File: src/hw/rtl/assert_macros.svh
// Assertion helpers included by the top-level RTL file.
// ASSERT_PROP checks a property at every rising clock edge outside reset.
// ASSERT_NEVER checks that an expression is never true outside reset.
`ifndef ASSERT_MACROS_SVH
`define ASSERT_MACROS_SVH
`ifndef SYNTH
`define ASSERT_PROP(lbl, clk, rst_n, prop, msg) \
	lbl: assert property (@(posedge clk) disable iff (!rst_n) prop) \
		else $error(msg);
`define ASSERT_NEVER(lbl, clk, rst_n, expr, msg) \
	lbl: assert property (@(posedge clk) disable iff (!rst_n) !(expr)) \
		else $error(msg);
`else
`define ASSERT_PROP(lbl, clk, rst_n, prop, msg)
`define ASSERT_NEVER(lbl, clk, rst_n, expr, msg)
`endif
`endif

File: src/hw/rtl/cnv_pkg.sv
package cnv_pkg;

	// Image and kernel geometry.
	localparam int MAX_DIM    = 32;
	localparam int KDIM       = 5;
	localparam int TAPS       = KDIM * KDIM;
	localparam int PIX_W      = 8;
	localparam int DIM_W      = $clog2(MAX_DIM + 1);
	localparam int COL_W      = $clog2(MAX_DIM);
	localparam int POS_W      = 5;
	localparam int LINE_W     = (KDIM - 1) * PIX_W;
	localparam int POOL_DEPTH = MAX_DIM / 2;
	localparam int PC_W       = $clog2(POOL_DEPTH);

	// Window sum: 32-bit bias plus 25 products of 8-bit operands never wraps in 33 bits.
	localparam int ACC_W = 33;
	localparam int BIAS_W = 32;

	// Configuration port.
	localparam int CFG_W     = 64;
	localparam int CFG_IDX_W = 3;

	localparam logic [CFG_IDX_W-1:0] REG_WEIGHTS_LOW  = 3'd0;
	localparam logic [CFG_IDX_W-1:0] REG_WEIGHTS_MID  = 3'd1;
	localparam logic [CFG_IDX_W-1:0] REG_WEIGHTS_HIGH = 3'd2;
	localparam logic [CFG_IDX_W-1:0] REG_WEIGHT_LAST  = 3'd3;
	localparam logic [CFG_IDX_W-1:0] REG_BIAS         = 3'd4;
	localparam logic [CFG_IDX_W-1:0] REG_IMAGE_DIM    = 3'd5;
	localparam logic [CFG_IDX_W-1:0] REG_POOL_ENABLE  = 3'd6;

	typedef logic [PIX_W-1:0] pix_t;
	typedef logic signed [ACC_W-1:0] acc_t;
	typedef logic [TAPS*PIX_W-1:0] win_t;

	// Output-map position that travels with a window through the chain.
	typedef struct packed {
		logic [POS_W-1:0] orow;
		logic [POS_W-1:0] ocol;
	} tag_t;

endpackage

File: src/hw/rtl/cnv_mac_cell.sv
module cnv_mac_cell (
	input  logic                             clk,
	input  logic                             arst_n,
	input  logic                             en,
	input  logic                             valid_in,
	input  cnv_pkg::tag_t                    tag_in,
	input  cnv_pkg::acc_t                    psum_in,
	input  cnv_pkg::win_t                    win_in,
	input  logic signed [cnv_pkg::PIX_W-1:0] weight,
	output logic                             valid_q,
	output cnv_pkg::tag_t                    tag_q,
	output cnv_pkg::acc_t                    psum_q,
	output cnv_pkg::win_t                    win_q
);
	import cnv_pkg::*;

	logic signed [2*PIX_W:0] prod;

	// The lowest byte of the window is this cell's tap; the pixel is unsigned.
	assign prod = $signed({1'b0, win_in[PIX_W-1:0]}) * weight;

	always_ff @(posedge clk or negedge arst_n) begin
		if (!arst_n) begin
			valid_q <= 1'b0;
		end else if (en) begin
			valid_q <= valid_in;
		end
	end

	// Add this tap and hand the rest of the window to the next cell.
	always_ff @(posedge clk) begin
		if (en) begin
			tag_q  <= tag_in;
			psum_q <= psum_in + ACC_W'(prod);
			win_q  <= win_in >> PIX_W;
		end
	end

endmodule

File: config.mk
export PLATFORM = sky130hd
export DESIGN_NAME = cnv_mac_cell
export DESIGN_NICKNAME = d
export VERILOG_FILES = /design/src/hw/rtl/assert_macros.svh /design/src/hw/rtl/cnv_pkg.sv /design/src/hw/rtl/cnv_mac_cell.sv
export SDC_FILE = /design/constraint.sdc
export NUM_CORES = 1
export LEC_CHECK = 0
export BUFFER_PORTS_ARGS = -buffer_cell sky130_fd_sc_hd__clkbuf_2
export CAP_MARGIN = 5
export CORE_AREA = 2 2 192 194
export CTS_CLUSTER_SIZE = 20
export DETAILED_ROUTE_END_ITERATION = 16
export DIE_AREA = 0 0 194 196
export GPL_ROUTABILITY_DRIVEN = 0
export SETUP_SLACK_MARGIN = 0.05
export SYNTH_ARGS = -nofsm -noshare
export SYNTH_HDL_FRONTEND = slang
export SYNTH_SLANG_ARGS = --single-unit
File: constraint.sdc
create_clock -name clk -period 2.23 [get_ports clk]
set_input_delay 0.446 -clock clk [delete_from_list [all_inputs] [get_ports clk]]
set_output_delay 0.446 -clock clk [all_outputs]
set_load 0.005 [all_outputs]
# --- Yosys cells after proc, flatten, opt, wreduce, memory -nomap -nowiden ---
# Cells that the tools add are included.
word_totals:
  elab_cells: 7
  regBits: 236
  input_bits: 255
  output_inout_bits: 244
op_classes:
  add_sub_neg: 1
  mul: 1
op_table:
  columns: ["op", "n"]
  rows:
  - ["$add 33x17->33", 1]
  - ["$mul 9x8->17", 1]

# --- Logic depth before layout (Yosys ltp) ---
logic_depth:
  word_depth: 2
  ltp_mapped: 19
  depth_no_buf: 18

# --- Worst setup path before layout ---
# Ideal clock, no wire load.
synth_timing:
  path_kind: "input -> register"
  startpoint: "in weight[1] in the netlist's numbering"
  endpoint: "reg psum_q[25] (data pin)"
  t_required_ns: 1.964
  setup_ns: 0.266
  setup_slack_ns: -2.829
  path_stages: 15
  path_buffers: 1
  t_arrival_ns: 4.794
  path_cell_list: "clkbuf_1 nand2_1 fa_1 inv_1 fa_1 fa_1 fa_1 fa_1 ha_1 and2_4 a221oi_2 a21oi_1 o31a_1 o21ai_0 a211oi_2"
synth_between:
  elab_chain_len: 2
synth_rtl:
  columns: ["item", "line", "rtl"]
  rows:
  - ["from (decl)", "cnv_mac_cell.sv:9", "input logic signed [cnv_pkg::PIX_W-1:0] weight,"]
  - ["$mul 9x8->17", "cnv_mac_cell.sv:20", "assign prod = $signed({1'b0, win_in[PIX_W-1:0]}) * weight;"]
  - ["$add 33x17->33", "cnv_mac_cell.sv:34", "psum_q <= psum_in + ACC_W'(prod);"]
  - ["to (signal assigned)", "cnv_mac_cell.sv:34", null]
  - ["to (decl)", "cnv_mac_cell.sv:12", "output cnv_pkg::acc_t psum_q,"]
# No other way between the ends.
# A chain may end at the register's enable or synchronous reset.

# --- Final worst setup path ---
layout_timing:
  startpoint: "in weight[0] in the netlist's numbering"
  endpoint: "reg psum_q[27] (data pin)"
# Same word-level chain as after synthesis.

==> impl_metrics.toml <==
[worst_setup_path]
r2r_start = "valid_q"
required_ns = 2.54
critPathLaunchType = "input pin"
reg2reg_setup_slack_ns = 1.48
cpPeakStageDelay_ns = 0.51
worstRegToRegCells = 1
crit_top_cell = "fa_1"
worst-setup-path-type = "in -> reg"
worstPathArrival_ns = 4.69
reg2reg_to = "valid_q"
crit_chain = "clkbuf_16 -> buf_4 -> nand2_2 -> fa_1 -> inv_1 -> fa_1 -> inv_2 -> fa_1 -> inv_2 -> fa_2 -> fa_1 -> ha_4 -> and2_4 -> nand3b_4 -> a311o_2 -> a31o_1 -> a221oi_2 -> o31ai_1"
critPathCaptureType = "register"
cp_max_fo = 3
endpoint = "psum_q[27]"
cp_slowest_cell = "fa_1"
startpoint = "weight[0]"

[cells_and_area]
final_cell_mix = "clkbuf_2 (474), edfxtp_1 (235), buf_4 (107)"
drive_gt1_share_pct = 52.67
fin_area_sq_um = 17080
nets = 1801
fill_cells = 3271
area_growth_pct = 48.74
mostFrequentLayoutCell = "clkbuf_2"
antenna_cells = 0
final_cell_count_no_fill = 1873

[clock_tree]
clk_pin_slew_ns = 0.07
clk_latency_ns = 0.55
ctsLongestPathBuffers = 3
clockRootBuffer = "clkbuf_16"
cts_buffers = 28
cts_tree = "built"
numClockSinks = 236
cts.htree.levels = 1

[placement]
place_ws_ns = -2.843
dpl.cell_count = 1815
port_buffers = 490
dp_hpwl_um = 31870
placed_area_sq_um = 15460

[floorplan]
core_area_sq_um = 36080
die_h_um = 196
io_pins = 499
initial_core_util_pct = 31.82
fp-row-count = 70
die_area_sq_um = 38020
fp.dieW_um = 194

[synthesis]
ys_seq_area_share_pct = 61.68
synth.yosys.warnings = 0
syn_area_sq_um = 11480
ys_ff_latch = 236
avgSynthCellArea_sq_um = 15.15
yosysUniqueCellTypes = 52
synthFlopType = "edfxtp_1"
async_flop_share_pct = 0.4237
synth_edf_count = 235
synth_top_area_share_pct = 61.46
synth_largest_area_cell = "edfxtp_1"
synth_area_leaders = "edfxtp_1 (61%), ha_1 (12%), fa_1 (8.9%)"
syn_inst = 758

[power_and_ir_drop]
swShare_pct = 32.35
pwr-share-clk_pct = 24.7
p_per_area_nw_per_um2 = 1051
combPwrFrac_pct = 43.0
ir_drop_v = 0.0008002
p_switching_w = 0.005808
pwr-share-seq_pct = 32.3
p_leak_nw = 7.920
p_int_w = 0.01214

[global_route]
top_usage_layer = "met2"
use_met1_pct = 26.38
track_usage_pct = 19.78
grt_pass1_wl_um = 56300
grt_max_degree = 51
globalRoute.totalOverflow = 0
gr-usage-met2_pct = 33.07
antenna_found_initial = 2
grt_pass1_vias = 8775
grtUsageMet3_pct = 4.160

[route]
wire_per_inst_um = 20.77
via_per_inst = 4.615
routed_wl_um = 38890
drtIter0Drc = 394
vias = 8644
drc = 0
firstDrtPassIters = 5
postRouteAntennaNets = 0

[run]
drv_cap = 0

[hold_path]
hp-class = "in -> reg"
holdPathStages = 1

[status]
violations = "negative setup slack"
outcome = "finished with violations"

[sta]
setup_violations = 30
worst_pin_slew_ns = 0.5083
drv_slew = 0
finalClockSkew_ns = 0
max_freq_ghz = 0.2284
worst_slack_ns = -2.149
rsz0062_at_grt = "true"
slew_headroom_pct = 65.76
hold_viol = 0
min_period_ns = 4.379
finalSetupTns_ns = -52.32
period_share_pct = 196.3
## critical path, delay by kind of cell
| family | cells | cell delay, ns |
|---|---|---|
| compound gates | 4 | 0.95 |
| fa+ha+maj | 6 | 2.65 |
| buf+inv | 5 | 0.35 |
| simple gates | 3 | 0.28 |
## sequential cells by signal, indices dropped and copies added (netlist names)
register / flops
valid_q: 1
win_q: 192
psum_q: 33
tag_q: 10
## cell type report
cell class / count / area [sq um] / area share [%]
sequential: 236 / 7082 / 41.47
tap: 468 / 585.6 / 3.429
inverter: 72 / 270.3 / 1.583
clock buffer: 34 / 723.2 / 4.235
timing repair buffer: 610 / 3630 / 21.26
multi-input combinational: 435 / 4619 / 27.05
clock inverter: 18 / 166.4 / 0.9745
## cells by family after synthesis
kind of cell / synth area share, %
compound gates: 5.155
xor+xnor: 2.212
fa+ha+maj: 21.10
buf+inv: 3.346
flops: 61.68
mux: 0.09807
other cells: 0.03266
simple gates: 6.375
## how the worst min path moves through the flow
stage                     from         to
finish              win_in[95]  win_q[87]
floorplan               arst_n    valid_q
global placement        arst_n    valid_q
CTS                 win_in[95]  win_q[87]
global route        win_in[73]  win_q[65]
detailed placement      arst_n    valid_q
## synthesized netlist by cell type, types with 8 or more instances
master    number
inv_1         72
o21a_1         9
and2_1        31
nand4_1       10
xnor2_1       20
fa_1          51
xor2_1         9
nor2_1        19
nor2b_1        8
edfxtp_1     235
a21oi_1       35
buf_4          8
ha_1         112
nand2_1       50
clkbuf_1      13
o21ai_0       18
## timing repair
item	in CTS	in global routing
setup endpoints to repair	30	30
pin swaps	50	37
hold endpoints to repair	1	0
setup buffers	8	3
resized for setup	86	55
hold buffers	1	0
## power by group through the flow
stage               combinational, W  sequential (W)  clock, W
floorplan                    0.00326         0.00592         0
global placement             0.00638         0.00588         0
detailed placement           0.00634         0.00589         0
CTS                          0.00727         0.00581   0.00454
global route                 0.00846         0.00585   0.00473
finish                       0.00772         0.00580   0.00443
## metal layers
metal / part of all wire (%) / vias to the layer above
li1: - / 3971
met1: 42 / 4340
met2: 50 / 288
met3: 6.2 / 43
met4: 2.2 / 2
met5: 0.033 / -
## metrics by stage
| stage | utilization (%) | hold WS [ns] | power [W] |
|---|---|---|---|
| 5_1_grt | 47.32 | 0.03446 | 0.01904 |
| 6_report | 47.32 | 0.05785 | 0.01795 |
| 2_1_floorplan | - | 0.1504 | 0.009178 |
| 3_5_place_dp | 42.84 | 0.2226 | 0.01223 |
| 3_3_place_gp | 42.84 | 0.2212 | 0.01226 |
| 4_1_cts | 46.70 | 0.02795 | 0.01762 |
Note: power is estimated with default switching activity, not from simulation.
