**src/hw/rtl/assert_macros.svh**
```systemverilog
// Assertion helpers included by the top-level RTL file.
// ASSERT_PROP checks a property at every rising clock edge outside reset.
// ASSERT_NEVER checks that an expression is never true outside reset.
`ifndef ASSERT_MACROS_SVH
`define ASSERT_MACROS_SVH
`ifndef SYNTH
`define ASSERT_PROP(lbl, clk, rst_n, prop, msg) \
	lbl: assert property (@(posedge clk) disable iff (!rst_n) prop) \
		else $error(msg);
`define ASSERT_NEVER(lbl, clk, rst_n, expr, msg) \
	lbl: assert property (@(posedge clk) disable iff (!rst_n) !(expr)) \
		else $error(msg);
`else
`define ASSERT_PROP(lbl, clk, rst_n, prop, msg)
`define ASSERT_NEVER(lbl, clk, rst_n, expr, msg)
`endif
`endif

```
**src/hw/rtl/cnv_ram.sv**
```systemverilog
module cnv_ram #(
	parameter int WIDTH = 8,
	parameter int DEPTH = 32
) (
	input  logic                     clk,
	input  logic                     we,
	input  logic [$clog2(DEPTH)-1:0] waddr,
	input  logic [WIDTH-1:0]         wdata,
	input  logic                     re,
	input  logic [$clog2(DEPTH)-1:0] raddr,
	output logic [WIDTH-1:0]         rdata
);

	logic [WIDTH-1:0] mem_q [DEPTH];

	// One write port, one registered read port; read data holds without a read.
	always_ff @(posedge clk) begin
		if (we) begin
			mem_q[waddr] <= wdata;
		end
		if (re) begin
			rdata <= mem_q[raddr];
		end
	end

endmodule

```
**config.mk**
```make
export PLATFORM = sky130hd
export DESIGN_NAME = cnv_ram
export DESIGN_NICKNAME = d
export VERILOG_FILES = /design/src/hw/rtl/assert_macros.svh /design/src/hw/rtl/cnv_ram.sv
export SDC_FILE = /design/constraint.sdc
export NUM_CORES = 1
export LEC_CHECK = 0
export BUFFER_PORTS_ARGS = -buffer_cell sky130_fd_sc_hd__buf_2
export CORE_MARGIN = 5
export CORE_UTILIZATION = 65
export CTS_CLUSTER_SIZE = 25
export DETAILED_ROUTE_END_ITERATION = 10
export GPL_TIMING_DRIVEN = 0
export PLACE_DENSITY = 0.83
export SYNTH_ARGS = -nofsm -noshare
export SYNTH_HDL_FRONTEND = slang
export SYNTH_SLANG_ARGS = --single-unit
export TNS_END_PERCENT = 5
```
**constraint.sdc**
```tcl
create_clock -name clk -period 7.6 [get_ports clk]
set_input_delay 1.52 -clock clk [delete_from_list [all_inputs] [get_ports clk]]
set_output_delay 1.52 -clock clk [all_outputs]
set_load 0.03 [all_outputs]
```
== Yosys cells after proc, flatten, opt, wreduce, memory -nomap -nowiden ==
Memory sizes are Yosys's and may differ from the RTL's. A register that Yosys moved wholly into a read port is not among the register bits.
Cells that the tools add are included.
Word-level totals
  register bits after elaboration: 0
  latch bits: 0
  bits in writable memories: 256
  ROM bits: 0
  input port bits: 21
  output and inout bits: 8
  logic and storage cells: 3
  memories kept: 1
Memories
  mem_q: depth 32, bits a word 8, read ports 1, clocked after Yosys merged registers in 1, write ports 1, RTL line cnv_ram.sv:14  | logic [WIDTH-1:0] mem_q [DEPTH];
Cells by class
  add/subtract/negate cells: 0
  multipliers: 0
  divide/modulo/power cells: 0
  magnitude comparators: 0
  equal/unequal tests: 0
  shift-type cells: 0
  muxes and demuxes: 2
  bitwise logic cells: 0
  reductions and logical operators: 0
Operators by type and width (number)
  2-to-1 mux 1 bit: 2

== Longest topological paths before layout ==
  depth in word-level cells: 2
  depth in mapped cells: 5
  gate-level depth less buffers: 3

== Worst setup path before layout ==
OpenSTA, ideal clock, no wires.
  kind: in2reg
  from: input raddr[2]
  to: register rdata[0] (read register of mem_q) (data pin)
  library setup time: 260 ps
  arrival time: 3202 ps
  required time: 7340 ps
  setup slack: 4138 ps
  stages on the path: 5
  path buffers: 2
  path through: clkbuf_1 -> clkbuf_1 -> mux4_2 -> mux4_2 -> mux2_2
RTL lines
  start, declared: RTL line cnv_ram.sv:10  | input logic [$clog2(DEPTH)-1:0] raddr,
  end, declared: RTL line cnv_ram.sv:11  | output logic [WIDTH-1:0] rdata

==> impl_results.html <==
<table>
<tr><th>Metric</th><th>Value</th></tr>
<tr><th colspan="2">CTS</th></tr>
<tr><td>CTS clock-pin slew for the worst setup and hold paths</td><td>60 ps</td></tr>
<tr><td>Post-CTS setup buffer count</td><td>0</td></tr>
<tr><td>Clock buffer depth</td><td>3</td></tr>
<tr><td>CTS Root Cell</td><td>clkbuf_16</td></tr>
<tr><td>Max H-tree Level</td><td>1</td></tr>
<tr><td>Clock sink count</td><td>264</td></tr>
<tr><td>Hold buffers post-CTS</td><td>0</td></tr>
<tr><td>Clock Latency Late Sink</td><td>510 ps</td></tr>
<tr><td>Gates resized, CTS repair</td><td>0</td></tr>
<tr><td>TritonCTS clock tree</td><td>done</td></tr>
<tr><td>Number of buffers added by the clock tree synthesis step</td><td>25</td></tr>
<tr><th colspan="2">Synth</th></tr>
<tr><td>Syn nets</td><td>438</td></tr>
<tr><td>Synthesized cell area</td><td>10130 sq um</td></tr>
<tr><td>Warnings, synthesis</td><td>0</td></tr>
<tr><td>Synth area leader</td><td>edfxtp_1</td></tr>
<tr><td>Sequential area share after synthesis</td><td>78.23%</td></tr>
<tr><td>Number of instances in the synthesized netlist</td><td>417</td></tr>
<tr><td>Post-synthesis area per instance</td><td>24.30 sq um</td></tr>
<tr><td>Share of Yosys cell area claimed by the top area cell type</td><td>78.23%</td></tr>
<tr><td>Synth unique cells</td><td>14</td></tr>
<tr><td>Synthesis-stage register bit count</td><td>264</td></tr>
<tr><td>Cells taking the most area after synthesis</td><td>edfxtp_1 (78%), mux4_2 (18%), nor2_1 (1.2%)</td></tr>
<tr><th colspan="2">Detailed routing</th></tr>
<tr><td>Aggregate routed wire length</td><td>20840 um</td></tr>
<tr><td>Number of iterations in the first detailed-routing pass</td><td>5</td></tr>
<tr><td>Mean routed wirelength per cell</td><td>30.03 um</td></tr>
<tr><td>Starting DRC count in detailed routing</td><td>628</td></tr>
<tr><td>Detail-routed via count per cell</td><td>6.690</td></tr>
<tr><td>Number of vias after detailed routing</td><td>4643</td></tr>
<tr><td>DRC violations left</td><td>0</td></tr>
<tr><td>Remaining antenna violation count</td><td>0</td></tr>
<tr><th colspan="2">Floorplan</th></tr>
<tr><td>Initial Utilization</td><td>66.41%</td></tr>
<tr><td>Die area</td><td>18190 sq um</td></tr>
<tr><td>Std cell rows</td><td>45</td></tr>
<tr><td>Die Span Y</td><td>134.9 um</td></tr>
<tr><td>Die width</td><td>134.9 um</td></tr>
<tr><td>Core region area</td><td>15260 sq um</td></tr>
<tr><td>Ports placed on the boundary</td><td>29</td></tr>
<tr><th colspan="2">Place</th></tr>
<tr><td>Dpl cell area</td><td>10510 sq um</td></tr>
<tr><td>Final weighted congestion in routability-driven placement</td><td>0.7509</td></tr>
<tr><td>Final HPWL DP</td><td>12470 um</td></tr>
<tr><td>IO buf count</td><td>23</td></tr>
<tr><th colspan="2">Power and ir drop</th></tr>
<tr><td>Power per cell area</td><td>265.4 nW/um^2</td></tr>
<tr><td>Leakage power</td><td>3.505 nW</td></tr>
<tr><td>Largest voltage drop on the vdd net</td><td>0.2403 mV</td></tr>
<tr><th colspan="2">Worst hold path</th></tr>
<tr><td>Hold path depth</td><td>3</td></tr>
<tr><td>Worst hold path class</td><td>reg -&gt; reg</td></tr>
<tr><th colspan="2">Worst setup path</th></tr>
<tr><td>Stages on worst setup path</td><td>5</td></tr>
<tr><td>Family of cells with the greatest summed delay on the critical path</td><td>multiplexers</td></tr>
<tr><td>Largest stage delay on the critical path</td><td>640 ps</td></tr>
<tr><td>Sort of element at the end of the critical path</td><td>flop</td></tr>
<tr><td>Buffer and inverter count on the worst path</td><td>2</td></tr>
<tr><td>Critical path startpoint category</td><td>input port</td></tr>
<tr><td>Crit path DAT</td><td>3910 ps</td></tr>
<tr><td>Cell Chain, Critical Path</td><td>clkbuf_1 -&gt; clkbuf_1 -&gt; mux4_2 -&gt; mux4_2 -&gt; mux2_2</td></tr>
<tr><td>Maximum fanout along the worst path</td><td>10</td></tr>
<tr><td>Required time of the worst setup path</td><td>7850 ps</td></tr>
<tr><td>Slowest cell on crit path</td><td>clkbuf_1</td></tr>
<tr><td>Start-to-end type of the worst setup path</td><td>in -&gt; reg</td></tr>
<tr><td>R2R cell count</td><td>3</td></tr>
<tr><th colspan="2">Timing</th></tr>
<tr><td>Relative slew slack</td><td>43.81%</td></tr>
<tr><td>Time the final worst path needs with I/O delays and setup</td><td>3660 ps</td></tr>
<tr><td>Final period util</td><td>48.16%</td></tr>
<tr><td>Worst Max-Slew Pin Slew</td><td>842.8 ps</td></tr>
<tr><td>Max Transition Viols Final</td><td>0</td></tr>
<tr><td>Setup clock skew after layout</td><td>11.09 ps</td></tr>
<tr><td>Max frequency</td><td>273.2 MHz</td></tr>
<tr><td>RSZ-0062 raised after global routing</td><td>no</td></tr>
<tr><td>Final Setup Violations</td><td>0</td></tr>
<tr><td>Setup tns final</td><td>0 ps</td></tr>
<tr><td>Hold Fails Final Rpt</td><td>0</td></tr>
<tr><th colspan="2">GRT</th></tr>
<tr><td>Number of global-route vias before repair</td><td>4840</td></tr>
<tr><td>First-pass GRT wire length</td><td>31580 um</td></tr>
<tr><td>GRT Total Usage</td><td>24.23%</td></tr>
<tr><td>Number of antenna violations at the first check in global routing</td><td>0</td></tr>
<tr><td>Overflow after GRT</td><td>0</td></tr>
<tr><td>Maximum number of pins on one net before global-route repair</td><td>33</td></tr>
<tr><th colspan="2">Run status</th></tr>
<tr><td>Result of the run</td><td>finished clean</td></tr>
<tr><th colspan="2">Layout</th></tr>
<tr><td>Share of layout cells above drive strength 1</td><td>32.09%</td></tr>
<tr><td>Area added between synthesis and finish</td><td>11.46%</td></tr>
<tr><td>Leading cell type in the layout, fill and taps excluded</td><td>edfxtp_1</td></tr>
<tr><td>Number of filler instances in the final layout</td><td>825</td></tr>
<tr><td>Post-route standard cell area excluding fillers</td><td>11290 sq um</td></tr>
<tr><td>Number of antenna repair diodes</td><td>0</td></tr>
<tr><td>Most used cells in the layout excluding fill and tap cells</td><td>edfxtp_1 (264), mux4_2 (80), nor2_1 (33), clkbuf_16 (25), buf_2 (24)</td></tr>
<tr><td>Footprint of the multi-input gates</td><td>2100 sq um</td></tr>
<tr><td>Area used by sequential logic in the layout</td><td>7928 sq um</td></tr>
<tr><td>Nets</td><td>488</td></tr>
<tr><th colspan="2">Flow run</th></tr>
<tr><td>Total of max-cap violations</td><td>0</td></tr>
</table>
==> kinds of logic (layout without fill, tap and decap cells) <==
family / count (synthesis) / after routing / share of synthesized area, %
buffers and inverters: 20 / 86 / 1.049
flip-flops: 264 / 264 / 78.23
multiplexers: 88 / 88 / 18.67
AND/OR/NAND/NOR: 45 / 45 / 2.050
==> Yosys cell counts (all sizes together) <==
cell type	n
buf	14
clkbuf	6
edfxtp	264
mux2	8
mux4	80
nand2	1
nand3	2
nand3b	5
nor2	33
or3	1
or3b	3
==> cell type report <==
class / count / area share, %
multi-input combinational: 133 / 18.59
buffer: 20 / 0.9416
sequential: 264 / 70.19
tap: 211 / 2.337
clock inverter: 12 / 1.185
clock buffer: 31 / 5.738
timing repair buffer: 23 / 1.019
==> tightest hold or removal path: stages, from the launching register on <==
cell and delay, ps:
edfxtp_1 320, mux4_2 220, mux4_2 230, mux2_2 150
==> power breakdown <==
part / switching [mW] / total (mW) / internal [mW]
combinational: 0.0948 / 0.160 / 0.0650
clock: 0.503 / 1.21 / 0.704
sequential: 0.00558 / 1.63 / 1.63
==> final timing paths <==
path	slack, ps	start	end
worst min-delay path	1030	mem_q[22][5]	rdata[5]
worst max register to register	5590	mem_q[29][3]	rdata[3]
worst min register to register	1030	mem_q[22][5]	rdata[5]
worst max-delay path	3940	raddr[2]	rdata[3]
==> flip-flops by register name (all words and copies together) (netlist names) <==
register	count
rdata	8
mem_q	256
==> layer usage <==
metal,global-route usage (%),up-vias,wire [um]
met3,4.322,30,1795
met2,38.35,263,10170
met1,37.05,2469,8482
met4,4.638,0,391
li1,-,1881,-
met5,0,-,0
==> metrics by stage <==
step / setup slack [ps] / hold WS, ps / cells / utilization [%] / power [mW]
floorplan: 4138 / 940.6 / 417 / - / 1.755
global placement: 3504 / 984.1 / 651 / 68.90 / 1.808
detailed placement: 3463 / 1005 / 651 / 68.90 / 1.817
CTS: 3972 / 1031 / 694 / 74.02 / 3.007
global route: 3883 / 1054 / 694 / 74.02 / 3.085
finish: 3940 / 1033 / 694 / 74.02 / 2.998
(Power assumes the default switching activity.)
