[config.mk]
export PLATFORM = sky130hd
export DESIGN_NAME = cnv_pool
export DESIGN_NICKNAME = d
export VERILOG_FILES = /design/src/hw/rtl/assert_macros.svh /design/src/hw/rtl/cnv_pkg.sv /design/src/hw/rtl/cnv_pool.sv
export SDC_FILE = /design/constraint.sdc
export NUM_CORES = 1
export LEC_CHECK = 0
export BUFFER_PORTS_ARGS = -buffer_cell sky130_fd_sc_hd__buf_2
export CORE_ASPECT_RATIO = 1.2
export CORE_MARGIN = 2
export CORE_UTILIZATION = 59
export DETAILED_ROUTE_END_ITERATION = 6
export GPL_ROUTABILITY_DRIVEN = 0
export MAX_ROUTING_LAYER = met4
export PLACE_DENSITY = 0.83
export SKIP_LAST_GASP = 1
export SYNTH_ARGS = -nofsm -noshare
export SYNTH_HDL_FRONTEND = slang
export SYNTH_SLANG_ARGS = --single-unit
[constraint.sdc]
create_clock -name clk -period 4.9 [get_ports clk]
set_input_delay 1.47 -clock clk [delete_from_list [all_inputs] [get_ports clk]]
set_output_delay 1.47 -clock clk [all_outputs]
set_load 0.02 [all_outputs]
[src/hw/rtl/assert_macros.svh]
// Assertion helpers included by the top-level RTL file.
// ASSERT_PROP checks a property at every rising clock edge outside reset.
// ASSERT_NEVER checks that an expression is never true outside reset.
`ifndef ASSERT_MACROS_SVH
`define ASSERT_MACROS_SVH
`ifndef SYNTH
`define ASSERT_PROP(lbl, clk, rst_n, prop, msg) \
	lbl: assert property (@(posedge clk) disable iff (!rst_n) prop) \
		else $error(msg);
`define ASSERT_NEVER(lbl, clk, rst_n, expr, msg) \
	lbl: assert property (@(posedge clk) disable iff (!rst_n) !(expr)) \
		else $error(msg);
`else
`define ASSERT_PROP(lbl, clk, rst_n, prop, msg)
`define ASSERT_NEVER(lbl, clk, rst_n, expr, msg)
`endif
`endif

[src/hw/rtl/cnv_pkg.sv]
package cnv_pkg;

	// Image and kernel geometry.
	localparam int MAX_DIM    = 32;
	localparam int KDIM       = 5;
	localparam int TAPS       = KDIM * KDIM;
	localparam int PIX_W      = 8;
	localparam int DIM_W      = $clog2(MAX_DIM + 1);
	localparam int COL_W      = $clog2(MAX_DIM);
	localparam int POS_W      = 5;
	localparam int LINE_W     = (KDIM - 1) * PIX_W;
	localparam int POOL_DEPTH = MAX_DIM / 2;
	localparam int PC_W       = $clog2(POOL_DEPTH);

	// Window sum: 32-bit bias plus 25 products of 8-bit operands never wraps in 33 bits.
	localparam int ACC_W = 33;
	localparam int BIAS_W = 32;

	// Configuration port.
	localparam int CFG_W     = 64;
	localparam int CFG_IDX_W = 3;

	localparam logic [CFG_IDX_W-1:0] REG_WEIGHTS_LOW  = 3'd0;
	localparam logic [CFG_IDX_W-1:0] REG_WEIGHTS_MID  = 3'd1;
	localparam logic [CFG_IDX_W-1:0] REG_WEIGHTS_HIGH = 3'd2;
	localparam logic [CFG_IDX_W-1:0] REG_WEIGHT_LAST  = 3'd3;
	localparam logic [CFG_IDX_W-1:0] REG_BIAS         = 3'd4;
	localparam logic [CFG_IDX_W-1:0] REG_IMAGE_DIM    = 3'd5;
	localparam logic [CFG_IDX_W-1:0] REG_POOL_ENABLE  = 3'd6;

	typedef logic [PIX_W-1:0] pix_t;
	typedef logic signed [ACC_W-1:0] acc_t;
	typedef logic [TAPS*PIX_W-1:0] win_t;

	// Output-map position that travels with a window through the chain.
	typedef struct packed {
		logic [POS_W-1:0] orow;
		logic [POS_W-1:0] ocol;
	} tag_t;

endpackage

[src/hw/rtl/cnv_pool.sv]
module cnv_pool (
	input  logic                            clk,
	input  logic                            arst_n,
	input  logic                            en,
	input  logic                            valid_in,
	input  cnv_pkg::tag_t                   tag_in,
	input  cnv_pkg::acc_t                   acc_in,
	input  logic                            pool_en,
	input  logic [cnv_pkg::DIM_W-1:0]       od,
	output logic                            out_valid_q,
	output logic [cnv_pkg::PIX_W-1:0]       value_q,
	output logic [cnv_pkg::POS_W-1:0]       out_row_q,
	output logic [cnv_pkg::POS_W-1:0]       out_col_q,
	output logic                            last_q
);
	import cnv_pkg::*;

	pix_t             act;
	logic             valid_s1;
	pix_t             v_s1;
	tag_t             tag_s1;

	pix_t             left_q;
	pix_t             upper_q [POOL_DEPTH];

	logic [DIM_W-1:0] pd;
	logic [DIM_W-1:0] pd2;
	logic [DIM_W-1:0] orow_x;
	logic [DIM_W-1:0] ocol_x;
	logic [PC_W-1:0]  pc;
	logic [POS_W-1:0] pr;
	logic             in_map;
	pix_t             pair;
	pix_t             up;
	logic             emit;
	pix_t             emit_value;
	logic [POS_W-1:0] emit_row;
	logic [POS_W-1:0] emit_col;
	logic             emit_last;

	// ReLU, divide by 256 and saturate.
	always_comb begin
		if (acc_in[ACC_W-1] || (acc_in == '0)) begin
			act = '0;
		end else if (|acc_in[ACC_W-2:2*PIX_W]) begin
			act = '1;
		end else begin
			act = acc_in[2*PIX_W-1:PIX_W];
		end
	end

	always_ff @(posedge clk or negedge arst_n) begin
		if (!arst_n) begin
			valid_s1 <= 1'b0;
		end else if (en) begin
			valid_s1 <= valid_in;
		end
	end

	always_ff @(posedge clk) begin
		if (en) begin
			v_s1   <= act;
			tag_s1 <= tag_in;
		end
	end

	// Pooling geometry and the pair and block maxima.
	always_comb begin
		pd     = od >> 1;
		pd2    = {od[DIM_W-1:1], 1'b0};
		orow_x = DIM_W'(tag_s1.orow);
		ocol_x = DIM_W'(tag_s1.ocol);
		in_map = (orow_x < pd2) && (ocol_x < pd2);
		pc     = PC_W'(tag_s1.ocol >> 1);
		pr     = tag_s1.orow >> 1;
		pair   = (left_q > v_s1) ? left_q : v_s1;
		up     = upper_q[pc];

		emit       = 1'b0;
		emit_value = v_s1;
		emit_row   = tag_s1.orow;
		emit_col   = tag_s1.ocol;
		emit_last  = (orow_x == od - 1'b1) && (ocol_x == od - 1'b1);
		if (!pool_en) begin
			emit = valid_s1;
		end else begin
			emit       = valid_s1 && in_map && tag_s1.ocol[0] && tag_s1.orow[0];
			emit_value = (up > pair) ? up : pair;
			emit_row   = pr;
			emit_col   = POS_W'(pc);
			emit_last  = (DIM_W'(pr) == pd - 1'b1) && (DIM_W'(pc) == pd - 1'b1);
		end
	end

	// Left value of the current pair and the upper pair maxima per pooled column.
	always_ff @(posedge clk) begin
		if (en && valid_s1 && pool_en && in_map) begin
			if (!tag_s1.ocol[0]) begin
				left_q <= v_s1;
			end else if (!tag_s1.orow[0]) begin
				upper_q[pc] <= pair;
			end
		end
	end

	// Output register.
	always_ff @(posedge clk or negedge arst_n) begin
		if (!arst_n) begin
			out_valid_q <= 1'b0;
		end else if (en) begin
			out_valid_q <= emit;
		end
	end

	always_ff @(posedge clk) begin
		if (en && emit) begin
			value_q   <= emit_value;
			out_row_q <= emit_row;
			out_col_q <= emit_col;
			last_q    <= emit_last;
		end
	end

endmodule

* Word-level counts from Yosys, hierarchy flattened
Memory sizes are Yosys's and may differ from the RTL's. A register that Yosys moved wholly into a read port is not among the register bits.
Index checks and enable logic that the tools add are counted.
** Storage, ports and cells
- Register bits after elaboration :: 47
- Bits in latches :: 0
- RAM bits :: 128
- ROM bits :: 0
- Output and inout bits :: 20
- Logic and storage cells :: 51
- Memories :: 1
** Memories
- upper_q :: words 16, bits a word 8, rd ports 1, clocked after memory_dff 1, wr ports 1, RTL line cnv_pool.sv:24 : pix_t upper_q [POOL_DEPTH];
** Operators by class
- Add/subtract/negate cells :: 2
- $mul :: 0
- Div/mod/pow operators :: 0
- Magnitude comparators :: 4
- Equality and inequality tests :: 4
- Shift operators :: 0
- Multiplexer cells :: 13
- Bitwise gates (word level) :: 1
- Reduce and logical (&&, ||, !) cells :: 14
** Operators with widths (number)
- $logic_not A33 Y1 :: 1
- $mux W8 :: 4
- $gt A8 B8 Y1 :: 2
- $reduce_or A16 Y1 :: 1
- $eq A4 B6 Y1 :: 2
- $eq A5 B6 Y1 :: 2
- $lt A5 B6 Y1 :: 2
- $mux W4 :: 3
- $logic_and A1 B1 Y1 :: 10
- $mux W1 :: 6
- $sub A5 B1 Y6 const B :: 1
- $sub A6 B1 Y6 const B :: 1
- $reduce_and A2 Y1 :: 1
- $logic_or A1 B1 Y1 :: 1
- $not A1 Y1 :: 1

* Depth between registers and ports, before layout
- Word-level depth :: 7
- Gate-level depth with buffers :: 17
- Gate-level depth less buffers :: 15

* Worst setup path before layout
Ideal clock, no wire load.
- Path kind :: input -> register
- Start :: in od[2] (netlist name)
- End :: mem upper_q[2][0] (netlist name) (enable)
- Arrival :: 3.534 ns
- Required time :: 4.517 ns
- Setup slack :: 0.982 ns
- Stages on the path :: 8
- Path buffers :: 0
- Path through :: inv_1 > ha_1 > nor2b_1 > o21a_1 > o21ai_1 > a31oi_1 > or4b_1 > nor3_1
** Between the ends
- Longest elaborated chain between the ends :: 5
** Ends and longest elaborated chain
- start, declared :: RTL line cnv_pool.sv:9 : input logic [cnv_pkg::DIM_W-1:0] od,
- $lt A5 B6 Y1 :: RTL line cnv_pool.sv:73 : in_map = (orow_x < pd2) && (ocol_x < pd2);
- $logic_and A1 B1 Y1 (*) :: RTL line cnv_pool.sv:73
- $logic_and A1 B1 Y1 (*) :: RTL line cnv_pool.sv:97 : if (en && valid_s1 && pool_en && in_map) begin
- $mux W1 (*) :: RTL line cnv_pool.sv:97
- $mux W1 (implied by the code) (*) :: RTL line cnv_pool.sv:101 : upper_q[pc] <= pair;
- end, declared :: RTL line cnv_pool.sv:24
Mark *: on every way between the ends. The rest lies on a longest branch, timed or not.

* Worst setup path after layout
- Start :: reg v_s1[1]
- End :: reg value_q[5] (netlist name), data pin
** Between the ends
- Longest elaborated chain between the ends :: 5
** Ends and longest elaborated chain
- start, declared :: RTL line cnv_pool.sv:20 : pix_t v_s1;
- start signal, assigned :: RTL line cnv_pool.sv:62 : v_s1 <= act;
- $gt A8 B8 Y1 :: RTL line cnv_pool.sv:76 : pair = (left_q > v_s1) ? left_q : v_s1;
- $mux W8 :: RTL line cnv_pool.sv:76
- via pair[4] :: RTL line cnv_pool.sv:33 : pix_t pair;
- $gt A8 B8 Y1 :: RTL line cnv_pool.sv:88 : emit_value = (up > pair) ? up : pair;
- $mux W8 :: RTL line cnv_pool.sv:88
- $mux W8 :: RTL line cnv_pool.sv:84 : if (!pool_en) begin
- via emit_value[5] :: RTL line cnv_pool.sv:36 : pix_t emit_value;
- end signal, assigned :: RTL line cnv_pool.sv:117 : value_q <= emit_value;
- end, declared :: RTL line cnv_pool.sv:11 : output logic [cnv_pkg::PIX_W-1:0] value_q,
The timed path passes the listed nets, and every way through them passes these cells.
A chain may end at the register's enable or synchronous reset.

==> flow_metrics.py <==
metrics = {
    "outcome": {
        "status": "completed",
    },
    "worst_setup_path": {
        "path_cells": "inv_1 > ha_1 > nor2b_1 > o211ai_1 > a21oi_1 > o22ai_1 > buf_4 > mux2_2 > inv_1 > ha_1 > nand2_1 > nor2_1 > a21oi_1 > a31o_2 > a21oi_1 > o221ai_1",
        "critical_path_required_ps": 5040,
        "crit_slowest_cell": "a21oi_1",
        "worstPathArrival_ps": 4200,
        "startpoint_type": "register",
        "timing.rr.start": "v_s1[1]",
        "cp-startpoint": "v_s1[1]",
        "crit_cells": 16,
        "crit_end": "value_q[5]",
        "rr_worst_depth": 16,
        "crit_buf_inv": 3,
        "crit_fanout": 17,
        "critPathKind": "register to register",
        "crit_path_end_kind": "register",
        "crit_family": "compound AO/OA/AOI/OAI gates",
        "rrSetupSlack_ps": 840,
        "max_stage_delay_ps": 570,
        "r2r-end": "value_q[5]",
        "cpMostUsedCell": "a21oi_1",
    },
    "grt": {
        "grt_pass1_wl_um": 25720,
        "grt_max_degree": 33,
        "grt_pass1_vias": 4677,
        "overflow": 0,
        "grt.total_usage_pct": 25.29,
        "grt_antenna_before_repair": 0,
    },
    "sta": {
        "fin_ws_ps": 837.3,
        "clock_skew_ps": 11.13,
        "setup_viol": 0,
        "maxSlewViolCount": 0,
        "setup_tns_ps": 0,
        "fin_crit_sh_pct": 82.91,
        "tightest_slew_ps": 838.0,
        "rsz0062_at_grt": "false",
        "hold_viol_final": 0,
        "fmax_mhz": 246.1,
        "slew_headroom_pct": 44.13,
        "timing.final.crit_period_ps": 4063,
        "hold-worst-slack_ps": 474.5,
    },
    "yosys": {
        "synthFlopType": "edfxtp_1",
        "ys_ff_latch": 179,
        "yosysSeqAreaShare_pct": 67.02,
        "syn-num-nets": 567,
        "yosysWarnings": 0,
        "synth_largest_area_cell": "edfxtp_1",
        "synth_area_leaders": "edfxtp_1, mux4_2, ha_1",
        "yosysUniqueCellTypes": 53,
        "synth-edff-count": 173,
        "synth_top_area_share_pct": 65.39,
        "synth.avg_cell_area_um2": 16.35,
        "syn_area_mm2": 0.007945,
        "async_flop_share_pct": 1.117,
        "synthCells": 486,
    },
    "floorplanning": {
        "die_y_um": 131.1,
        "die_x_um": 109.9,
        "pin_count": 74,
        "dieArea_mm2": 0.01441,
        "rows": 46,
        "core-area_mm2": 0.01318,
        "initial_core_util_pct": 60.28,
    },
    "clock_network": {
        "ctsHoldBuffers": 0,
        "cts-root-buf": "clkbuf_16",
        "cts.reportedPaths.clkPinSlew_ps": 70,
        "clock_sinks": 179,
        "insertion_delay_ps": 430,
        "numCtsBuffers": 17,
        "ctsResizeCount": 0,
        "clock_path_buffers": 2,
        "tritoncts": "built",
        "htree_levels": 4,
        "cts_setup_buffers": 0,
    },
    "placed_design": {
        "dp_slack_ps": 805.9,
        "port_buffers": 65,
        "dp_hpwl_um": 11240,
    },
    "pwr": {
        "ir_worst_vdd_uv": 275.0,
        "finalPower_mw": 3.452,
        "cellPowerDensity_mw_per_mm2": 381.6,
        "p_leak_nw": 3.308,
    },
    "drt": {
        "drt_iter0_drc": 546,
        "vias_per_cell": 6.298,
        "wl_per_cell_um": 21.93,
        "highest_layer": "met4",
        "vias": 4736,
        "drc": 0,
        "wl_met2_um": 8623,
        "routed_wl_um": 16490,
        "drtAntennaViolNets": 0,
        "wl_met3_um": 1044,
        "drt_pass1_iterations": 5,
        "wl_met1_um": 6190,
    },
    "hold_path": {
        "hold_class": "register to register",
    },
    "layout": {
        "layout_common_cells": "edfxtp_1, buf_2, nor2_1, nand2_1, ha_1",
        "final_common_cell": "edfxtp_1",
        "num-fill-cells": 798,
        "layout-drive-gt1-share_pct": 26.54,
        "antenna_cells": 0,
        "finalNetCount": 652,
        "synthToLayoutAreaGrowth_pct": 13.84,
        "final_util_pct": 68.63,
    },
    "flow_run": {
        "drv_cap": 0,
    },
}
-- metal layers --
layer / vias to the layer above / global-route usage [%]
li1: 2102 / -
met1: 2333 / 30.94
met2: 257 / 40.32
met3: 44 / 4.812
met4: 0 / 12.10
met5: - / -
-- worst register-to-register path: stages (launching register included) --
cell and delay (ps):
edfxtp_1 400, inv_1 120, ha_1 250, nor2b_1 140
o211ai_1 200, a21oi_1 90, o22ai_1 160, buf_4 250
mux2_2 420, inv_1 90, ha_1 280, nand2_1 50
nor2_1 160, a21oi_1 110, a31o_2 250, a21oi_1 570
o221ai_1 230
-- layout make-up --
cell class              count  area [um^2]  area share, %
clock inverters            15        155.1          1.715
clock buffers              17        425.4          4.703
multi-input cells         262         2351          25.99
well taps                 168        210.2          2.324
flip-flops and latches    179         5326          58.89
repair buffers             86        483.0          5.340
inverters                  25        93.84          1.037
-- worst min-delay path by stage --
stage                 to     from  cells after the start  slack (ps)
2_1_floorplan  left_q[4]  v_s1[4]                      0         440
3_3_place_gp   left_q[1]  v_s1[1]                      0         470
3_5_place_dp   left_q[1]  v_s1[1]                      0         460
4_1_cts        left_q[1]  v_s1[1]                      0         480
5_1_grt        left_q[1]  v_s1[1]                      0         490
6_report       left_q[1]  v_s1[1]                      0         470
-- report_power, final --
| part | total [mW] | leakage, nW | switching (mW) | internal [mW] |
|---|---|---|---|---|
| clock | 1.30 | 0.285 | 0.615 | 0.683 |
| sequential | 1.77 | 1.63 | 0.0296 | 1.74 |
| combinational | 0.385 | 1.39 | 0.235 | 0.150 |
-- synth_stat cells (all sizes together), types with 10 or more instances --
library cell and number:
mux2 11, a22oi 14, o21ai 10, mux4 32, nor3 10, a21oi 13
inv 25, edfxtp 173, buf 15, nor2 39, nand2 27, ha 27
-- state kept, by name, summed over array words and instances, names as in the netlist, named ones only --
| name | flops |
|---|---|
| valid_s1 | 1 |
| value_q | 8 |
| out_row_q | 5 |
| v_s1 | 8 |
| left_q | 8 |
| ocol_x | 5 |
| out_valid_q | 1 |
| upper_q | 128 |
| last_q | 1 |
| out_col_q | 5 |
| orow_x | 5 |
-- logic make-up after synthesis --
kind of cell / after synthesis / share of synthesized area [%]
simple gates: 116 / 7.040
mux: 50 / 12.08
flops: 179 / 67.02
buf+inv: 45 / 3.386
fa+ha+maj: 27 / 4.252
compound gates: 63 / 5.559
xor+xnor: 6 / 0.6614
-- through the flow --
stage / instance area [um^2] / instances
after floorplan: 7945 / 486
after global placement: 8464 / 720
after detailed placement: 8464 / 720
after CTS: 9045 / 752
after global routing: 9045 / 752
final: 9045 / 752
Power figures use the tool's default switching activity.
